==> config.mk <==
export PLATFORM = sky130hd
export DESIGN_NAME = filled_circle_point_generator
export DESIGN_NICKNAME = d
export VERILOG_FILES = /design/src/fcpg_pkg.sv /design/src/fcpg_emit.sv /design/src/filled_circle_point_generator.sv
export VERILOG_INCLUDE_DIRS = /design/src /design/src/src
export SDC_FILE = /design/constraint.sdc
export NUM_CORES = 1
export LEC_CHECK = 0
export BUFFER_PORTS_ARGS = -buffer_cell sky130_fd_sc_hd__buf_2
export CAP_MARGIN = 40
export CORE_ASPECT_RATIO = 0.9
export CORE_UTILIZATION = 35
export DETAILED_ROUTE_END_ITERATION = 8
export HOLD_SLACK_MARGIN = 0.03
export PLACE_DENSITY = 0.55
export SYNTH_ARGS = -nofsm -noshare
export SYNTH_HDL_FRONTEND = slang
export SYNTH_SLANG_ARGS = --single-unit
==> constraint.sdc <==
create_clock -name clk -period 4.6 [get_ports clk]
set_input_delay 0.23 -clock clk [delete_from_list [all_inputs] [get_ports clk]]
set_output_delay 0.23 -clock clk [all_outputs]
set_load 0.1 [all_outputs]
==> src/filled_circle_point_generator_assert.svh <==
// assertion macros for the filled circle point generator
// expects clk and rst_n in the scope of use
`ifndef FILLED_CIRCLE_POINT_GENERATOR_ASSERT_SVH
`define FILLED_CIRCLE_POINT_GENERATOR_ASSERT_SVH

// same-cycle implication
`define FCPG_ASSERT_NOW(label, ante, cons, msg) \
    label: assert property (@(posedge clk) disable iff (!rst_n) (ante) |-> (cons)) \
        else $error(msg);

// next-cycle implication
`define FCPG_ASSERT_NEXT(label, ante, cons, msg) \
    label: assert property (@(posedge clk) disable iff (!rst_n) (ante) |=> (cons)) \
        else $error(msg);

`endif

==> src/fcpg_pkg.sv <==
// shared constants and types for the filled circle point generator
// no dependencies
`timescale 1ns / 1ps

package fcpg_pkg;

    localparam int COORD_BITS      = 10;
    localparam int PIX_BITS        = 12;
    localparam int RAD_BITS        = 8;
    localparam int DEC_BITS        = 11;
    localparam int IDX_BITS        = 4;
    localparam int CENTRE_IN_BITS  = 10;
    localparam logic [RAD_BITS-1:0] MAP_RADIUS = RAD_BITS'(32);

    typedef enum logic
    {
        OP_START   = 1'b0,
        OP_ADVANCE = 1'b1
    } op_t;

    // one octant step worth of points
    typedef struct packed
    {
        logic [COORD_BITS-1:0] cx;
        logic [COORD_BITS-1:0] cy;
        logic [RAD_BITS-1:0]   major1;
        logic [RAD_BITS-1:0]   minor1;
        logic [RAD_BITS-1:0]   diag;
        logic                  has_diag;
        logic [RAD_BITS-1:0]   radius;
        logic                  last;
    } job_t;

    typedef struct packed
    {
        logic busy;
        logic done;
    } emit_status_t;

endpackage

==> src/fcpg_emit.sv <==
// point serialiser: expands one octant job into 8 or 16 mirrored pixel words
// depends on fcpg_pkg
`timescale 1ns / 1ps

module fcpg_emit
(
    input  logic                          clk,
    input  logic                          rst_n,
    input  logic                          job_load,
    input  fcpg_pkg::job_t                job,
    output fcpg_pkg::emit_status_t        status,
    output logic                          out_valid,
    input  logic                          out_stall,
    output logic signed [fcpg_pkg::PIX_BITS-1:0] pixel_x,
    output logic signed [fcpg_pkg::PIX_BITS-1:0] pixel_y,
    output logic [fcpg_pkg::RAD_BITS-1:0] ring_radius,
    output logic                          last_point
);
    import fcpg_pkg::*;

    job_t                job_reg;
    logic                job_valid_reg, job_valid_next;
    logic [IDX_BITS-1:0] idx_reg, idx_next;
    logic                out_valid_reg, out_valid_next;
    logic [PIX_BITS-1:0] px_reg, px_next;
    logic [PIX_BITS-1:0] py_reg, py_next;
    logic [RAD_BITS-1:0] rad_reg;
    logic                last_reg, last_next;

    logic                out_load;
    logic                at_end;
    logic [RAD_BITS-1:0] a, b, dx_mag, dy_mag;
    logic                neg_x, neg_y;
    logic [PIX_BITS-1:0] dx, dy;

    always_comb
    begin
        out_load = job_valid_reg && (!out_valid_reg || !out_stall);
        at_end   = job_reg.has_diag ? (idx_reg == {IDX_BITS{1'b1}})
                                    : (idx_reg == IDX_BITS'(7));

        a      = idx_reg[3] ? job_reg.diag : job_reg.major1;
        b      = idx_reg[3] ? job_reg.diag : job_reg.minor1;
        dx_mag = idx_reg[0] ? b : a;
        dy_mag = idx_reg[0] ? a : b;
        neg_x  = idx_reg[2:0] inside {[3'd2:3'd5]};
        neg_y  = idx_reg[2];
        dx     = neg_x ? -PIX_BITS'(dx_mag) : PIX_BITS'(dx_mag);
        dy     = neg_y ? -PIX_BITS'(dy_mag) : PIX_BITS'(dy_mag);
        px_next   = PIX_BITS'(job_reg.cx) + dx;
        py_next   = PIX_BITS'(job_reg.cy) + dy;
        last_next = job_reg.last && at_end;

        status.busy = job_valid_reg;
        status.done = out_load && at_end;

        if (job_load)
            job_valid_next = 1'b1;
        else if (status.done)
            job_valid_next = 1'b0;
        else
            job_valid_next = job_valid_reg;

        if (job_load)
            idx_next = '0;
        else if (out_load)
            idx_next = idx_reg + IDX_BITS'(1);
        else
            idx_next = idx_reg;

        if (out_load)
            out_valid_next = 1'b1;
        else if (out_stall)
            out_valid_next = out_valid_reg;
        else
            out_valid_next = 1'b0;
    end

    always_ff @(posedge clk or negedge rst_n)
    begin
        if (!rst_n)
        begin
            job_valid_reg <= 1'b0;
            idx_reg       <= '0;
            out_valid_reg <= 1'b0;
        end
        else
        begin
            job_valid_reg <= job_valid_next;
            idx_reg       <= idx_next;
            out_valid_reg <= out_valid_next;
        end
    end

    always_ff @(posedge clk)
    begin
        if (job_load)
            job_reg <= job;
        if (out_load)
        begin
            px_reg   <= px_next;
            py_reg   <= py_next;
            rad_reg  <= job_reg.radius;
            last_reg <= last_next;
        end
    end

    assign out_valid   = out_valid_reg;
    assign pixel_x     = px_reg;
    assign pixel_y     = py_reg;
    assign ring_radius = rad_reg;
    assign last_point  = last_reg;

endmodule

==> src/filled_circle_point_generator.sv <==
// filled circle point generator top level: ring stepping state and output serialiser
// depends on fcpg_pkg, fcpg_emit and filled_circle_point_generator_assert.svh
//
// input channel in_valid/in_stall carries operation, center_x, center_y.
// a start word loads the centre and arms the outer ring at max_radius; it
// emits nothing. an advance word on an armed ring takes one octant step and queues 8 points,
// or 16 when the ring's final step lands on the diagonal.
// output channel out_valid/out_stall carries one pixel word per cycle while out_stall is low.
// with the output register free, an accepted advance word is registered into the
// job slot, and its first point then into the output register, where it can be taken.
// throughput: one pixel word per cycle while out_stall is low, set by the
// single-point output register. the next word is accepted in the cycle the
// current job hands over its final point, so jobs follow with no gap. start
// words and advances while idle are accepted whenever the job slot is free.
// max_radius is written through cfg_write_en/cfg_write_data, reset value 32.
// reset clears the ring state and drops any queued points.
// a stall on the output holds the pixel word and, once the job slot is
// full, stalls the input.
`timescale 1ns / 1ps

`include "filled_circle_point_generator_assert.svh"

module filled_circle_point_generator
(
    input  logic                                        clk,
    input  logic                                        rst_n,
    input  logic                                        in_valid,
    output logic                                        in_stall,
    input  logic                                        operation,
    input  logic [fcpg_pkg::CENTRE_IN_BITS-1:0]         center_x,
    input  logic [fcpg_pkg::CENTRE_IN_BITS-1:0]         center_y,
    output logic                                        out_valid,
    input  logic                                        out_stall,
    output logic signed [fcpg_pkg::PIX_BITS-1:0]        pixel_x,
    output logic signed [fcpg_pkg::PIX_BITS-1:0]        pixel_y,
    output logic [fcpg_pkg::RAD_BITS-1:0]               ring_radius,
    output logic                                        last_point,
    input  logic                                        cfg_write_en,
    input  logic [fcpg_pkg::RAD_BITS-1:0]               cfg_write_data
);
    import fcpg_pkg::*;

    logic [RAD_BITS-1:0]   max_radius_reg;
    logic                  busy_reg, busy_next;
    logic [COORD_BITS-1:0] col_reg, col_next;
    logic [COORD_BITS-1:0] row_reg, row_next;
    logic [RAD_BITS-1:0]   radius_reg, radius_next;
    logic [RAD_BITS-1:0]   major_reg, major_next;
    logic [RAD_BITS-1:0]   minor_reg, minor_next;
    logic [DEC_BITS-1:0]   dec_reg, dec_next;
    logic [RAD_BITS-1:0]   steps_reg, steps_next;

    logic                  in_accept;
    logic                  job_load;
    job_t                  job;
    emit_status_t          status;
    logic [RAD_BITS-1:0]   st_major, st_minor, st_steps, arm_r;
    logic [DEC_BITS-1:0]   st_dec;
    logic                  ring_end;

    assign in_stall  = status.busy && !status.done;
    assign in_accept = in_valid && !in_stall;

    always_comb
    begin
        busy_next   = busy_reg;
        col_next    = col_reg;
        row_next    = row_reg;
        radius_next = radius_reg;
        major_next  = major_reg;
        minor_next  = minor_reg;
        dec_next    = dec_reg;
        steps_next  = steps_reg;
        job_load    = 1'b0;

        // octant step
        if (dec_reg[DEC_BITS-1] || dec_reg == '0)
        begin
            st_dec   = dec_reg + DEC_BITS'({minor_reg, 1'b1});
            st_minor = minor_reg + RAD_BITS'(1);
            st_major = major_reg;
        end
        else
        begin
            st_dec   = dec_reg - DEC_BITS'({major_reg, 1'b0}) + DEC_BITS'(1);
            st_minor = minor_reg;
            st_major = major_reg - RAD_BITS'(1);
        end
        st_steps = steps_reg - RAD_BITS'(1);
        ring_end = (st_steps == '0);
        arm_r    = (radius_reg <= RAD_BITS'(1)) ? '0 : radius_reg - RAD_BITS'(1);

        job.cx       = col_reg;
        job.cy       = row_reg;
        job.major1   = major_reg;
        job.minor1   = minor_reg;
        job.diag     = st_major;
        job.has_diag = ring_end && (st_major == st_minor);
        job.radius   = radius_reg;
        job.last     = ring_end && (radius_reg <= RAD_BITS'(1));

        if (in_accept)
        begin
            case (op_t'(operation))
                OP_START:
                begin
                    col_next    = COORD_BITS'(center_x);
                    row_next    = COORD_BITS'(center_y);
                    radius_next = max_radius_reg;
                    major_next  = max_radius_reg;
                    minor_next  = '0;
                    dec_next    = '0;
                    steps_next  = max_radius_reg;
                    busy_next   = (max_radius_reg != '0);
                end
                OP_ADVANCE:
                begin
                    if (busy_reg)
                    begin
                        job_load = 1'b1;
                        if (ring_end)
                        begin
                            radius_next = arm_r;
                            major_next  = arm_r;
                            minor_next  = '0;
                            dec_next    = '0;
                            steps_next  = arm_r;
                            busy_next   = (arm_r != '0);
                        end
                        else
                        begin
                            major_next = st_major;
                            minor_next = st_minor;
                            dec_next   = st_dec;
                            steps_next = st_steps;
                        end
                    end
                end
                default:
                begin
                    busy_next = busy_reg;
                end
            endcase
        end
    end

    always_ff @(posedge clk or negedge rst_n)
    begin
        if (!rst_n)
        begin
            max_radius_reg <= MAP_RADIUS;
            busy_reg       <= 1'b0;
            col_reg        <= '0;
            row_reg        <= '0;
            radius_reg     <= '0;
            major_reg      <= '0;
            minor_reg      <= '0;
            dec_reg        <= '0;
            steps_reg      <= '0;
        end
        else
        begin
            if (cfg_write_en)
                max_radius_reg <= cfg_write_data;
            busy_reg   <= busy_next;
            col_reg    <= col_next;
            row_reg    <= row_next;
            radius_reg <= radius_next;
            major_reg  <= major_next;
            minor_reg  <= minor_next;
            dec_reg    <= dec_next;
            steps_reg  <= steps_next;
        end
    end

    fcpg_emit u_emit
    (
        .clk         (clk),
        .rst_n       (rst_n),
        .job_load    (job_load),
        .job         (job),
        .status      (status),
        .out_valid   (out_valid),
        .out_stall   (out_stall),
        .pixel_x     (pixel_x),
        .pixel_y     (pixel_y),
        .ring_radius (ring_radius),
        .last_point  (last_point)
    );

    `FCPG_ASSERT_NOW(a_busy_has_steps, busy_reg, steps_reg != '0, "busy ring with no steps left")
    `FCPG_ASSERT_NOW(a_last_on_unit_ring, out_valid && last_point, ring_radius == RAD_BITS'(1), "last point off the unit ring")
    `FCPG_ASSERT_NEXT(a_advance_queues_job, in_accept && operation && busy_reg, status.busy, "advance did not queue points")

endmodule

==> results.txt <==
Longest Clk Path Bufs: 2
Post-synth EDFFs: 87
FF-to-FF End: u_emit.pixel_x[10]$_DFFE_PP_
clk_lat worst skew: 0.43 ns
sequential area share after synthesis: 48.46%
Die ar.: 27580 um^2
Final Cycle Share: 81.95%
fraction of layout cells with a size suffix above 1: 15.91%
worst setup path end: u_emit.pixel_x[10]$_DFFE_PP_
CTS buffer count: 17
dominant cell by count in the synthesized netlist: nand2_1
initial antenna violation count: 0
clk slew on worst S/H paths: 0.07 ns
Final Hold Vio Count: 0
Layout area overhead: 16.76%
Post-Syn Instances: 887
number of flip-flops in the largest register: 54
Worst Path Max Fanout: 10
Max stage delay cell, worst path: dfrtp_1
HP Class: in -> reg
Post-Route Utilization: 41.87%
CP Data Arrival Time: 3.94 ns
syn nets: 982
crit-path most repeated cell: o21ai_0
cell chain of the critical path: mux2_2 -> o21ai_0 -> ha_1 -> nand2_1 -> o21ai_0 -> fa_1 -> a21o_1 -> a21oi_1 -> o21ai_0 -> o41ai_1 -> o211ai_1 -> xnor2_1
Die Height: 157.7 um
I/O Buffers: 68
Fmax: 265.3 MHz
DR WL/cell: 16.87 um
Setup crit start: u_emit.idx_reg[0]$_DFFE_PN0P_
GRT Util Overall: 17.11%
Remaining Overflow, GRT: 0
post-cts gate resize count: 0
final net count: 1075
Crit Path Class: reg -> reg
clock root buffer master: clkbuf_16
Initial Util: 35.86%
Clock Skew: 0.008357 ns
1st-iter DRT viols: 528
reg2reg path depth: 12
startpoint types: flop
Seq cells post-synth: 165
CTS tree: done
FF+latch area: 4566 um^2
Syn Std Cell Area: 9422 um^2
Period minus WS final: 3.770 ns
Detailed Place HPWL: 16.07 mm
critical path data required time: 4.77 ns
# H-tree levels: 4
top cells by count, synth: nand2_1 (113), edfxtp_1 (87), dfrtp_1 (77)
Syn Area/Cell: 10.62 um^2
Die X: 174.9 um
crit end category: flop
GPL Wtd Cong: 0.8473
cell taking the most area after synthesis: edfxtp_1
fraction of registers with async set/reset: 47.27%
Routed Antenna Nets: 0
synth top area cells: edfxtp_1 (28%), dfrtp_1 (20%), ha_1 (7.6%), nand2_1 (4.5%), xnor2_1 (3.8%)
first-pass GRT wire length: 36.58 mm
Multi-input gate area: 4584 um^2
Cell Rows: 56
CTS sink cnt: 165
DRC Markers: 0
crit-path max cell delay: 0.56 ns
FF-to-FF Start: u_emit.idx_reg[0]$_DFFE_PN0P_
n_diodes: 0
post-DR vias/cell: 5.198
# IOs: 69
Max-Cap Viols: 0
actual slew at the worst max-slew pin: 0.7703 ns
number of global-route vias before repair: 6721
Ys Warns: 0
Vias: 6970
flop2flop setup slack: 0.83 ns
top-area cell type share of the netlist area: 27.73%
most used flip-flop cell after synthesis: edfxtp_1
fin. max-slew vios: 0
fill count: 2545
pin count of the biggest net entering global routing: 51
first-pass iteration count of the detailed router: 4
Fin Setup TNS: 0 ns
Slew headroom: 48.65%
outcome: completed
count of different cell masters after synthesis: 75
Core Area: 26280 um^2
RSZ-0062 raised after global routing: false
Post-Route WL: 22.63 mm
# setup viols final: 0
[what timing repair did]
| action | 4_1_cts | 5_1_grt |
|---|---|---|
| hold endpoints to repair | 76 | 0 |
| hold buffers | 28 | 0 |
| setup buffers | 0 | 0 |
[kinds of logic after synthesis]
kind of cell / synth area share (%)
xor+xnor: 6.494
fa+ha+maj: 8.420
compound gates: 15.21
simple gates: 14.48
flops: 48.46
buf+inv: 3.107
mux: 3.838
[metal layers]
metal | global-route usage [%] | vias to the layer above | routed length [um]
met5 | 0 | - | 0
met4 | 4.513 | 0 | 191
met3 | 2.690 | 11 | 841
met2 | 27.02 | 145 | 10150
met1 | 24.39 | 3376 | 11450
li1 | - | 3438 | -
[worst min path at each step]
stage / from / end / depth (start not counted)
finish: center_x[5] / col_reg[5]$_DFFE_PN0P_ / 3
global route: center_x[5] / col_reg[5]$_DFFE_PN0P_ / 3
CTS: center_x[5] / col_reg[5]$_DFFE_PN0P_ / 3
detailed placement: rst_n / dec_reg[4]$_DFFE_PN0P_ / 1
global placement: rst_n / dec_reg[4]$_DFFE_PN0P_ / 1
floorplan: rst_n / busy_reg$_DFFE_PN0P_ / 0
[stage by stage]
stage / setup WS (ns) / cell area [um^2] / hold slack (ns) / instances
final: 0.8302 / 11000 / 0.03375 / 1341
after CTS: 0.8114 / 11000 / 0.03303 / 1341
after global placement: 0.9327 / 10150 / 0.3509 / 1279
after detailed placement: 0.8243 / 10180 / 0.3520 / 1281
after global routing: 0.4167 / 11000 / 0.05056 / 1341
after floorplan: 1.083 / 9422 / -0.06559 / 887
[critical path: cells and delay by family, from the launching register on]
family                   cells  cell delay (ns)
multiplexers                 1             0.38
flip-flops                   1             0.56
AND/OR/NAND/NOR              1             0.06
AO/OA/AOI/OAI                7             1.56
adder cells (fa/ha/maj)      2             0.75
XOR/XNOR                     1             0.17
[cell usage in the layout (no fill, tap or decap), types with 8 or more instances in the layout]
cell type        n
a21oi_1         35
nand2b_1        13
a21o_1          14
a221o_1          8
xnor2_1         41
dfrtp_1         77
o211ai_1         9
inv_1           37
nand2_1        113
clkbuf_16       17
a31oi_1         13
nor2b_1          9
mux2i_1          8
dlygate4sd3_1   28
o21ai_0         67
o31ai_1          9
mux2_2          25
edfxtp_1        87
nand4_1         10
xor2_1          20
buf_2           67
nor2_1          43
buf_4            9
nor3_1          16
nand3_1         16
ha_1            57
[final cells by class]
type,count,share of cell area (%)
Clock buffer,19,4.026
Clock inverter,13,0.9099
Inverter,38,1.297
Multi-Input combinational cell,651,41.67
Sequential cell,165,41.50
Tap cell,348,3.958
Timing Repair Buffer,107,6.631
Power is not shown: default switching activity piles up to over one toggle a cycle in this logic, so the estimate is an artifact.
